==> src/hdl/wsrf_pkg.sv <==
// ----------------------------------------------------------------------------
// wsrf_pkg
// shared types, constants and helpers for the windowed success-rate
// failover tracker
// ----------------------------------------------------------------------------
package wsrf_pkg;

  localparam int TIME_BITS  = 48;
  localparam int COUNT_BITS = 32;
  localparam int RATIO_BITS = 18;
  localparam int WLEN_BITS  = 32;
  localparam int MINS_BITS  = 32;
  localparam int LEVEL_BITS = 3;
  localparam int TOTAL_BITS = COUNT_BITS + 1;
  localparam int FRAC_BITS  = 16;
  localparam int CFG_IDX_BITS  = 2;
  localparam int CFG_DATA_BITS = 32;

  // register indexes
  localparam logic [CFG_IDX_BITS-1:0] REG_WINDOW_LENGTH = 2'd0;
  localparam logic [CFG_IDX_BITS-1:0] REG_SUCCESS_RATIO = 2'd1;
  localparam logic [CFG_IDX_BITS-1:0] REG_MIN_SAMPLES   = 2'd2;

  // item kinds
  localparam logic OP_RECORD = 1'b0;
  localparam logic OP_FINISH = 1'b1;

  localparam logic [LEVEL_BITS-1:0] MAX_LEVEL = 3'd4;
  localparam logic [COUNT_BITS-1:0] COUNT_MAX = {COUNT_BITS{1'b1}};

  typedef struct packed {
    logic        op;
    logic        success;
    logic [47:0] now_ms;
  } in_item_t;

  typedef struct packed {
    logic        switch_trigger;
    logic        window_closed;
    logic [31:0] closed_success_count;
    logic [31:0] closed_failure_count;
    logic [32:0] closed_total_count;
    logic        switch_busy;
    logic [2:0]  backoff_step;
    logic [47:0] next_allowed_ms;
  } out_item_t;

  typedef struct packed {
    logic [WLEN_BITS-1:0]  window_length_ms;
    logic [RATIO_BITS-1:0] success_ratio_q16;
    logic [MINS_BITS-1:0]  min_sample_count;
  } cfg_t;

  typedef struct packed {
    logic [COUNT_BITS-1:0] ok_count;
    logic [COUNT_BITS-1:0] fail_count;
    logic                  window_open;
    logic [TIME_BITS-1:0]  window_start_ms;
    logic                  switch_pending;
    logic [LEVEL_BITS-1:0] backoff_level;
    logic [TIME_BITS-1:0]  next_switch_ms;
  } track_state_t;

  // verdict on a closed window
  typedef struct packed {
    logic enough;
    logic healthy;
  } verdict_t;

  // backoff delay for a level, already clamped to MAX_LEVEL
  function automatic logic [TIME_BITS-1:0] backoff_ms(input logic [LEVEL_BITS-1:0] lv);
    logic [TIME_BITS-1:0] d;
    case (lv)
      3'd0:    d = TIME_BITS'(1000);
      3'd1:    d = TIME_BITS'(2000);
      3'd2:    d = TIME_BITS'(4000);
      3'd3:    d = TIME_BITS'(8000);
      default: d = TIME_BITS'(10000);
    endcase
    return d;
  endfunction

endpackage

==> src/hdl/windowed_success_rate_failover.sv <==
// ----------------------------------------------------------------------------
// windowed_success_rate_failover
// counts request outcomes in fixed time windows and raises a failover
// trigger when a closed window with enough samples falls below the required success rate
// ----------------------------------------------------------------------------
//  channel | direction | handshake             | payload
//  --------+-----------+-----------------------+------------------------------
//  cfg     | in        | cfg_we (no wait)      | cfg_index, cfg_data
//  in      | in        | in_valid / in_ready   | in_data  (op, success, now_ms)
//  out     | out       | out_valid / out_ready | out_data (one result per item)
//
// one item per cycle sustained while out_ready is high; each item passes
// through the input register and then the result register
// the tracker state is updated in the same cycle the item moves into the
// result register, so a following item sees it at once
// rst is synchronous and clears state, configuration and both valid flags
// a stalled result holds the result register; the input register still
// takes one more item before in_ready drops
// ----------------------------------------------------------------------------
module windowed_success_rate_failover (
  input  logic                             clk,
  input  logic                             rst,
  input  logic                             cfg_we,
  input  logic [wsrf_pkg::CFG_IDX_BITS-1:0]  cfg_index,
  input  logic [wsrf_pkg::CFG_DATA_BITS-1:0] cfg_data,
  input  logic                             in_valid,
  output logic                             in_ready,
  input  wsrf_pkg::in_item_t               in_data,
  output logic                             out_valid,
  input  logic                             out_ready,
  output wsrf_pkg::out_item_t              out_data
);
  import wsrf_pkg::*;

  cfg_t         cfg;
  track_state_t state;
  track_state_t state_next;
  out_item_t    result_next;
  in_item_t     item;
  logic         item_valid;
  logic         advance;

  // item moves into the result register when that register is free
  assign advance  = item_valid && (!out_valid || out_ready);
  assign in_ready = !item_valid || advance;

  // configuration registers; the user must write them only while idle, the block does not enforce it
  always_ff @(posedge clk) begin
    if (rst) begin
      cfg <= '0;
    end else if (cfg_we) begin
      case (cfg_index)
        REG_WINDOW_LENGTH: cfg.window_length_ms  <= cfg_data[WLEN_BITS-1:0];
        REG_SUCCESS_RATIO: cfg.success_ratio_q16 <= cfg_data[RATIO_BITS-1:0];
        REG_MIN_SAMPLES:   cfg.min_sample_count  <= cfg_data[MINS_BITS-1:0];
        default: ;
      endcase
    end
  end

  // input register
  always_ff @(posedge clk) begin
    if (rst) begin
      item_valid <= 1'b0;
    end else if (in_ready) begin
      item_valid <= in_valid;
    end
  end

  always_ff @(posedge clk) begin
    if (in_ready && in_valid) begin
      item <= in_data;
    end
  end

  wsrf_step u_step (
    .item (item),
    .cfg  (cfg),
    .cur  (state),
    .nxt  (state_next),
    .res  (result_next)
  );

  // tracker state follows each processed item
  always_ff @(posedge clk) begin
    if (rst) begin
      state <= '0;
    end else if (advance) begin
      state <= state_next;
    end
  end

  // result register
  always_ff @(posedge clk) begin
    if (rst) begin
      out_valid <= 1'b0;
    end else if (advance) begin
      out_valid <= 1'b1;
    end else if (out_ready) begin
      out_valid <= 1'b0;
    end
  end

  always_ff @(posedge clk) begin
    if (advance) begin
      out_data <= result_next;
    end
  end

  // backoff level never passes its ceiling
  a_level_cap: assert property (@(posedge clk) disable iff (rst)
    state.backoff_level <= MAX_LEVEL)
    else $error("backoff level above ceiling");

  // a trigger only comes with a closed window and a busy switch
  a_trigger_close: assert property (@(posedge clk) disable iff (rst)
    out_valid && out_data.switch_trigger |-> out_data.window_closed && out_data.switch_busy)
    else $error("trigger without close or busy flag");

  // closed total is the sum of the closed counts
  a_total_sum: assert property (@(posedge clk) disable iff (rst)
    out_valid |-> out_data.closed_total_count ==
      ({1'b0, out_data.closed_success_count} + {1'b0, out_data.closed_failure_count}))
    else $error("closed total mismatch");

  // a processed finish always ends a pending switch
  a_finish_clears: assert property (@(posedge clk) disable iff (rst)
    advance && item.op == OP_FINISH |=> !state.switch_pending)
    else $error("switch still pending after finish");

  // a result shown is the state left after its item
  a_result_state: assert property (@(posedge clk) disable iff (rst)
    advance |=> out_data.switch_busy == state.switch_pending &&
                out_data.backoff_step == state.backoff_level)
    else $error("result does not match tracker state");

endmodule

==> src/hdl/wsrf_judge.sv <==
// ----------------------------------------------------------------------------
// wsrf_judge
// sample-count check and success-rate compare of a closed window
// ----------------------------------------------------------------------------
module wsrf_judge (
  input  logic [wsrf_pkg::COUNT_BITS-1:0] ok_count,
  input  logic [wsrf_pkg::COUNT_BITS-1:0] fail_count,
  input  wsrf_pkg::cfg_t                  cfg,
  output logic [wsrf_pkg::TOTAL_BITS-1:0] total,
  output wsrf_pkg::verdict_t              verdict
);
  import wsrf_pkg::*;

  localparam int PROD_BITS = TOTAL_BITS + RATIO_BITS;

  logic [PROD_BITS-1:0] need;
  logic [PROD_BITS-1:0] have;

  assign total = {1'b0, ok_count} + {1'b0, fail_count};

  // ok * 1.0 against total * ratio, both exact
  assign need = PROD_BITS'(total) * PROD_BITS'(cfg.success_ratio_q16);
  assign have = PROD_BITS'({ok_count, {FRAC_BITS{1'b0}}});

  assign verdict.enough  = total >= TOTAL_BITS'(cfg.min_sample_count);
  assign verdict.healthy = have >= need;

endmodule

==> src/hdl/wsrf_step.sv <==
// ----------------------------------------------------------------------------
// wsrf_step
// next tracker state and result for one item
// ----------------------------------------------------------------------------
module wsrf_step (
  input  wsrf_pkg::in_item_t     item,
  input  wsrf_pkg::cfg_t         cfg,
  input  wsrf_pkg::track_state_t cur,
  output wsrf_pkg::track_state_t nxt,
  output wsrf_pkg::out_item_t    res
);
  import wsrf_pkg::*;

  logic [TOTAL_BITS-1:0] total;
  verdict_t              verdict;
  logic [LEVEL_BITS-1:0] lv;
  logic [TIME_BITS-1:0]  age;
  logic                  disabled;
  logic                  ok_inc;
  logic                  fail_inc;

  wsrf_judge u_judge (
    .ok_count   (cur.ok_count),
    .fail_count (cur.fail_count),
    .cfg        (cfg),
    .total      (total),
    .verdict    (verdict)
  );

  assign lv       = (cur.backoff_level > MAX_LEVEL) ? MAX_LEVEL : cur.backoff_level;
  assign age      = item.now_ms - cur.window_start_ms;
  assign disabled = (cfg.success_ratio_q16 == '0) || (cfg.window_length_ms == '0);
  assign ok_inc   = (cur.ok_count != COUNT_MAX);
  assign fail_inc = (cur.fail_count != COUNT_MAX);

  always_comb begin
    nxt = cur;
    res = '0;
    if (item.op == OP_FINISH) begin
      if (!item.success) begin
        nxt.next_switch_ms = item.now_ms + backoff_ms(lv);
        nxt.backoff_level  = (lv == MAX_LEVEL) ? MAX_LEVEL : lv + 3'd1;
      end
      nxt.switch_pending = 1'b0;
    end else if (disabled) begin
      nxt = '0;
    end else if (!cur.window_open || (age < TIME_BITS'(cfg.window_length_ms))) begin
      if (!cur.window_open) begin
        nxt.window_open     = 1'b1;
        nxt.window_start_ms = item.now_ms;
      end
      if (item.success) begin
        if (ok_inc) nxt.ok_count = cur.ok_count + COUNT_BITS'(1);
      end else begin
        if (fail_inc) nxt.fail_count = cur.fail_count + COUNT_BITS'(1);
      end
    end else begin
      // close: report old counts, new window holds this record
      nxt.window_start_ms      = item.now_ms;
      nxt.ok_count             = COUNT_BITS'(item.success);
      nxt.fail_count           = COUNT_BITS'(!item.success);
      res.window_closed        = 1'b1;
      res.closed_success_count = cur.ok_count;
      res.closed_failure_count = cur.fail_count;
      res.closed_total_count   = total;
      if (verdict.enough) begin
        if (verdict.healthy) begin
          nxt.backoff_level  = '0;
          nxt.next_switch_ms = '0;
        end else if ((item.now_ms >= cur.next_switch_ms) && !cur.switch_pending) begin
          nxt.switch_pending = 1'b1;
          res.switch_trigger = 1'b1;
        end
      end
    end
    res.switch_busy     = nxt.switch_pending;
    res.backoff_step    = nxt.backoff_level;
    res.next_allowed_ms = nxt.next_switch_ms;
  end

endmodule
==> config.mk <==
export PLATFORM = sky130hd
export DESIGN_NAME = windowed_success_rate_failover
export DESIGN_NICKNAME = d
export VERILOG_FILES = /design/src/hdl/wsrf_pkg.sv /design/src/hdl/windowed_success_rate_failover.sv /design/src/hdl/wsrf_judge.sv /design/src/hdl/wsrf_step.sv
export SDC_FILE = /design/constraint.sdc
export NUM_CORES = 2
export LEC_CHECK = 0
export ABC_AREA = 1
export ABC_CLOCK_PERIOD_IN_PS = 16149
export BUFFER_PORTS_ARGS = -buffer_cell sky130_fd_sc_hd__buf_2
export CORE_UTILIZATION = 33
export CTS_CLUSTER_DIAMETER = 60
export DETAILED_ROUTE_END_ITERATION = 8
export RECOVER_POWER = 100
export SYNTH_ARGS = -nofsm -noshare
export SYNTH_HDL_FRONTEND = slang
export SYNTH_SLANG_ARGS = --single-unit
==> constraint.sdc <==
create_clock -name clk -period 16.15 [get_ports clk]
set_input_delay 1.615 -clock clk [delete_from_list [all_inputs] [get_ports clk]]
set_output_delay 1.615 -clock clk [all_outputs]
set_load 0.01 [all_outputs]
==> flow_metrics.py <==
metrics = {
    "cells_and_area": {
        "sequential_cell_area_mm2": 0.0110,
        "areaGrowthSynthToFinish_pct": 10.2,
        "area_occupied_by_multi_input_gates_mm2": 0.0314,
        "final.fill_count": 15300,
        "layout.nets": 7580,
        "layout-drive-gt1-share": 0.0507,
        "final_core_utilization": 0.368,
    },
    "grt": {
        "grt.total_usage": 0.229,
        "grt_max_degree": 124,
        "overflow": 0,
        "grtUsageMet2": 0.384,
        "grt_pass1_vias": 42400,
        "grt_first_pass_wirelength_um": 257000,
        "number_of_antenna_violations_at_the_first_check_in_global_routing": 20,
        "grt_use_met1": 0.299,
        "busiest_layer": "met2",
        "grt.met3_usage": 0.0316,
    },
    "die": {
        "floorplan.die.height_um": 384,
        "ioPinCount": 242,
        "fp.dieArea_mm2": 0.148,
        "die_width_um": 384,
        "initial_utilization": 0.334,
        "floorplan.core_area_mm2": 0.144,
        "rows": 139,
    },
    "worst_hold_path": {
        "min-delay-path-class": "reg2reg",
    },
    "placed_design": {
        "gp_congestion": 0.945,
        "place_worst_setup_slack_ns": 4.02,
        "dp_hpwl_um": 134000,
        "io_buffer_count": 241,
    },
    "cts": {
        "cts_num_sinks": 450,
        "cts.hold.buffers_added": 0,
        "post_cts_resized": 0,
        "ctsLongestPathBuffers": 3,
        "cts_inserted_buffers": 61,
        "clockRootBuffer": "sky130_fd_sc_hd__clkbuf_16",
        "htreeDepth": 2,
        "cts_tree": "done",
        "insertion_delay_ns": 0.69,
        "cts.reportedPaths.clkPinSlew_ns": 0.06,
        "post-cts-setup-buffer-count": 0,
    },
    "status": {
        "violations_in_the_final_reports": "max-capacitance violations, max-slew violations",
        "outcome": "finished with violations",
    },
    "worst_setup_path": {
        "worst-setup-path-type": "reg2reg",
        "cp_slowest_cell": "sky130_fd_sc_hd__nand2_1",
        "critPathArrivalTime_ns": 14.18,
        "required_ns": 16.71,
        "nature_of_the_critical_path_startpoint": "flip-flop",
        "timing.critical_path.slowest_cell_delay_ns": 1.23,
        "crit_path_max_fanout": 51,
        "worstSetupEndpointType": "flip-flop",
    },
    "power": {
        "part_of_the_total_power_dissipated_in_sequential_elements": 0.338,
        "power_report.internal_total_mw": 2.47,
        "power.density_mw_per_mm2": 73.5,
        "p_comb_frac": 0.290,
        "netSwitchingPower_mw": 1.43,
        "share_clk_of_total_power": 0.372,
        "switching_share": 0.368,
        "power.static_leakage_nw": 25.1,
        "worst_ir_drop_vdd_mv": 0.0844,
    },
    "timing": {
        "grt_setup_unrepaired": "false",
        "setup-tns-final_ns": 0,
        "finalWorstPathRequiredPeriod_ns": 13.62,
        "share_of_the_clock_period_used_by_the_worst_path": 0.843,
        "tightestPinTransition_ns": 5.32,
        "report.final.setup_viol": 0,
        "slew-limit-headroom": -2.55,
        "endpoints_failing_hold": 0,
        "pins_over_their_slew_limit": 787,
        "final.setup_skew_ns": 0.0568,
        "postLayoutSetupSlackWorst_ns": 2.53,
        "clock.fmax_mhz": 73.4,
    },
    "yosys": {
        "synth-seq-area-share": 0.229,
        "total_number_of_yosys_warnings": 0,
        "yosysUniqueCellTypes": 64,
        "postSynth.topFlopCell": "sky130_fd_sc_hd__dfxtp_1",
        "synth-edff-count": 201,
        "synthesis.instances": 6487,
        "syn_area_mm2": 0.0482,
        "synth.avg_cell_area_um2": 7.43,
        "async_reset_ff_frac": 0,
        "postSynthNetCount": 7438,
        "synth_seq_cells": 450,
    },
    "drt": {
        "dr.pass1.iters": 6,
        "detailed_route_wl_um": 170000,
        "dr_total_vias": 42900,
        "drt-initial-drc-count": 3426,
        "wire_per_inst_um": 19.8,
        "vias_per_cell": 5.00,
        "antenna_left": 0,
        "drcViolationCount": 0,
    },
    "run": {
        "max_cap_check_violation_count": 13,
    },
}
==> cell usage after synthesis (4+ instances only) <==
| cell type | instances | area (µm²) |
|---|---|---|
| sky130_fd_sc_hd__buf_1 | 12 | 45.0 |
| sky130_fd_sc_hd__o21ai_1 | 13 | 65.1 |
| sky130_fd_sc_hd__a21oi_1 | 402 | 2010 |
| sky130_fd_sc_hd__o21bai_1 | 19 | 143 |
| sky130_fd_sc_hd__o21ai_0 | 235 | 1180 |
| sky130_fd_sc_hd__o211ai_1 | 25 | 188 |
| sky130_fd_sc_hd__a211oi_1 | 4 | 30.0 |
| sky130_fd_sc_hd__buf_2 | 38 | 190 |
| sky130_fd_sc_hd__buf_6 | 4 | 45.0 |
| sky130_fd_sc_hd__clkinv_1 | 12 | 45.0 |
| sky130_fd_sc_hd__inv_1 | 1226 | 4600 |
| sky130_fd_sc_hd__xor2_1 | 110 | 963 |
| sky130_fd_sc_hd__nor2_2 | 13 | 81.3 |
| sky130_fd_sc_hd__nand3b_1 | 9 | 67.6 |
| sky130_fd_sc_hd__buf_4 | 9 | 67.6 |
| sky130_fd_sc_hd__o21a_1 | 6 | 45.0 |
| sky130_fd_sc_hd__nor3_1 | 63 | 315 |
| sky130_fd_sc_hd__nand3_1 | 237 | 1190 |
| sky130_fd_sc_hd__nand2_2 | 32 | 200 |
| sky130_fd_sc_hd__nor4_1 | 36 | 225 |
| sky130_fd_sc_hd__a21o_1 | 12 | 90.1 |
| sky130_fd_sc_hd__o221ai_1 | 4 | 35.0 |
| sky130_fd_sc_hd__nor2_1 | 802 | 3010 |
| sky130_fd_sc_hd__clkbuf_1 | 151 | 567 |
| sky130_fd_sc_hd__nor3_2 | 5 | 50.1 |
| sky130_fd_sc_hd__nand4_1 | 66 | 413 |
| sky130_fd_sc_hd__or2_2 | 24 | 150 |
| sky130_fd_sc_hd__dfxtp_1 | 249 | 4980 |
| sky130_fd_sc_hd__a21oi_2 | 20 | 175 |
| sky130_fd_sc_hd__and3_1 | 9 | 56.3 |
| sky130_fd_sc_hd__xnor2_1 | 32 | 280 |
| sky130_fd_sc_hd__fa_1 | 499 | 9990 |
| sky130_fd_sc_hd__inv_2 | 27 | 101 |
| sky130_fd_sc_hd__nand2_1 | 1456 | 5470 |
| sky130_fd_sc_hd__a31oi_1 | 16 | 100 |
| sky130_fd_sc_hd__ha_1 | 363 | 4540 |
| sky130_fd_sc_hd__nor3b_1 | 4 | 30.0 |
| sky130_fd_sc_hd__edfxtp_1 | 201 | 6040 |
==> placed cells by master (no fill, tap or decap), types with 8 or more instances in the layout <==
cell type and n:
sky130_fd_sc_hd__nand2_1 1458, sky130_fd_sc_hd__clkinv_2 8, sky130_fd_sc_hd__nor2_2 13, sky130_fd_sc_hd__or2_2 24
sky130_fd_sc_hd__nand3b_1 10, sky130_fd_sc_hd__bufinv_16 8, sky130_fd_sc_hd__nor2_1 801, sky130_fd_sc_hd__nand3_1 238
sky130_fd_sc_hd__edfxtp_1 201, sky130_fd_sc_hd__nand4_1 66, sky130_fd_sc_hd__xor2_1 110, sky130_fd_sc_hd__dfxtp_1 247
sky130_fd_sc_hd__a21oi_1 421, sky130_fd_sc_hd__buf_4 48, sky130_fd_sc_hd__ha_1 363, sky130_fd_sc_hd__clkinv_1 15
sky130_fd_sc_hd__a31oi_1 16, sky130_fd_sc_hd__nor4_1 36, sky130_fd_sc_hd__inv_1 1228, sky130_fd_sc_hd__nand2_2 31
sky130_fd_sc_hd__xnor2_1 32, sky130_fd_sc_hd__o21ai_0 236, sky130_fd_sc_hd__clkbuf_16 62, sky130_fd_sc_hd__nor3_1 63
sky130_fd_sc_hd__inv_2 23, sky130_fd_sc_hd__o211ai_1 25, sky130_fd_sc_hd__clkinvlp_4 9, sky130_fd_sc_hd__buf_2 71
sky130_fd_sc_hd__o21ai_1 13, sky130_fd_sc_hd__and3_1 9, sky130_fd_sc_hd__a21o_1 12, sky130_fd_sc_hd__o21bai_1 19
sky130_fd_sc_hd__fa_1 499, sky130_fd_sc_hd__clkbuf_1 180
==> worst paths after layout <==
kind | start | end | slack [ns] | depth (start not counted)
max | state[135] | state[38] | 2.53 | 46
min | state[58] | state[58] | 0.46 | 2
max reg2reg | state[135] | state[38] | 2.53 | 46
min reg2reg | state[58] | state[58] | 0.46 | 2
==> per-stage QoR <==
stage | instance area [µm²] | cells | hold slack (ns) | power (mW)
final | 53100 | 8590 | 0.462 | 3.90
after CTS | 53400 | 8585 | 0.463 | 3.93
after global routing | 53100 | 8587 | 0.472 | 4.11
after floorplan | 48200 | 6487 | 0.435 | 2.07
after global placement | 51200 | 8469 | 0.448 | 2.46
after detailed placement | 51200 | 8469 | 0.453 | 2.47
==> logic make-up after synthesis <==
group | count (synthesis) | synth area share
buf+inv | 1481 | 0.118
simple gates | 2771 | 0.237
xor+xnor | 143 | 0.0262
flops | 450 | 0.229
compound gates | 780 | 0.0885
fa+ha+maj | 862 | 0.302
==> registers in the layout, summed over array words and instances, names as in the netlist <==
| name | flops |
|---|---|
| item | 50 |
| out_valid | 1 |
| cfg | 82 |
| item_valid | 1 |
| out_data | 151 |
| state | 165 |
==> layer usage <==
metal,vias up,part of all wire
met4,6,0.037
met5,-,0.00023
li1,20400,-
met1,20700,0.42
met2,1516,0.47
met3,296,0.065
==> cell type report <==
cell class                      count  share of cell area
Multi-Input combinational cell   4556               0.591
Tap cell                         1903              0.0449
Clock buffer                       69              0.0301
Inverter                         1265              0.0895
Sequential cell                   450               0.208
Antenna cell                        5            0.000236
Timing Repair Buffer              295              0.0259
Clock inverter                     47              0.0109
==> power groups by stage <==
stage | clock network [mW] | registers, mW | logic (mW)
floorplan | 0 | 1.32 | 0.747
global placement | 0 | 1.34 | 1.12
detailed placement | 0 | 1.34 | 1.14
CTS | 1.48 | 1.31 | 1.14
global route | 1.52 | 1.32 | 1.27
finish | 1.45 | 1.32 | 1.13
==> worst max-delay path: cells and delay by family, from the launching register on <==
kind,cells,cell delay [ns]
AO/OA/AOI/OAI,11,3.17
XOR/XNOR,2,1.15
adder cells (fa/ha/maj),9,3.91
buffers and inverters,7,0.99
flip-flops,1,0.43
AND/OR/NAND/NOR,17,3.81
(Power assumes the default switching activity.)
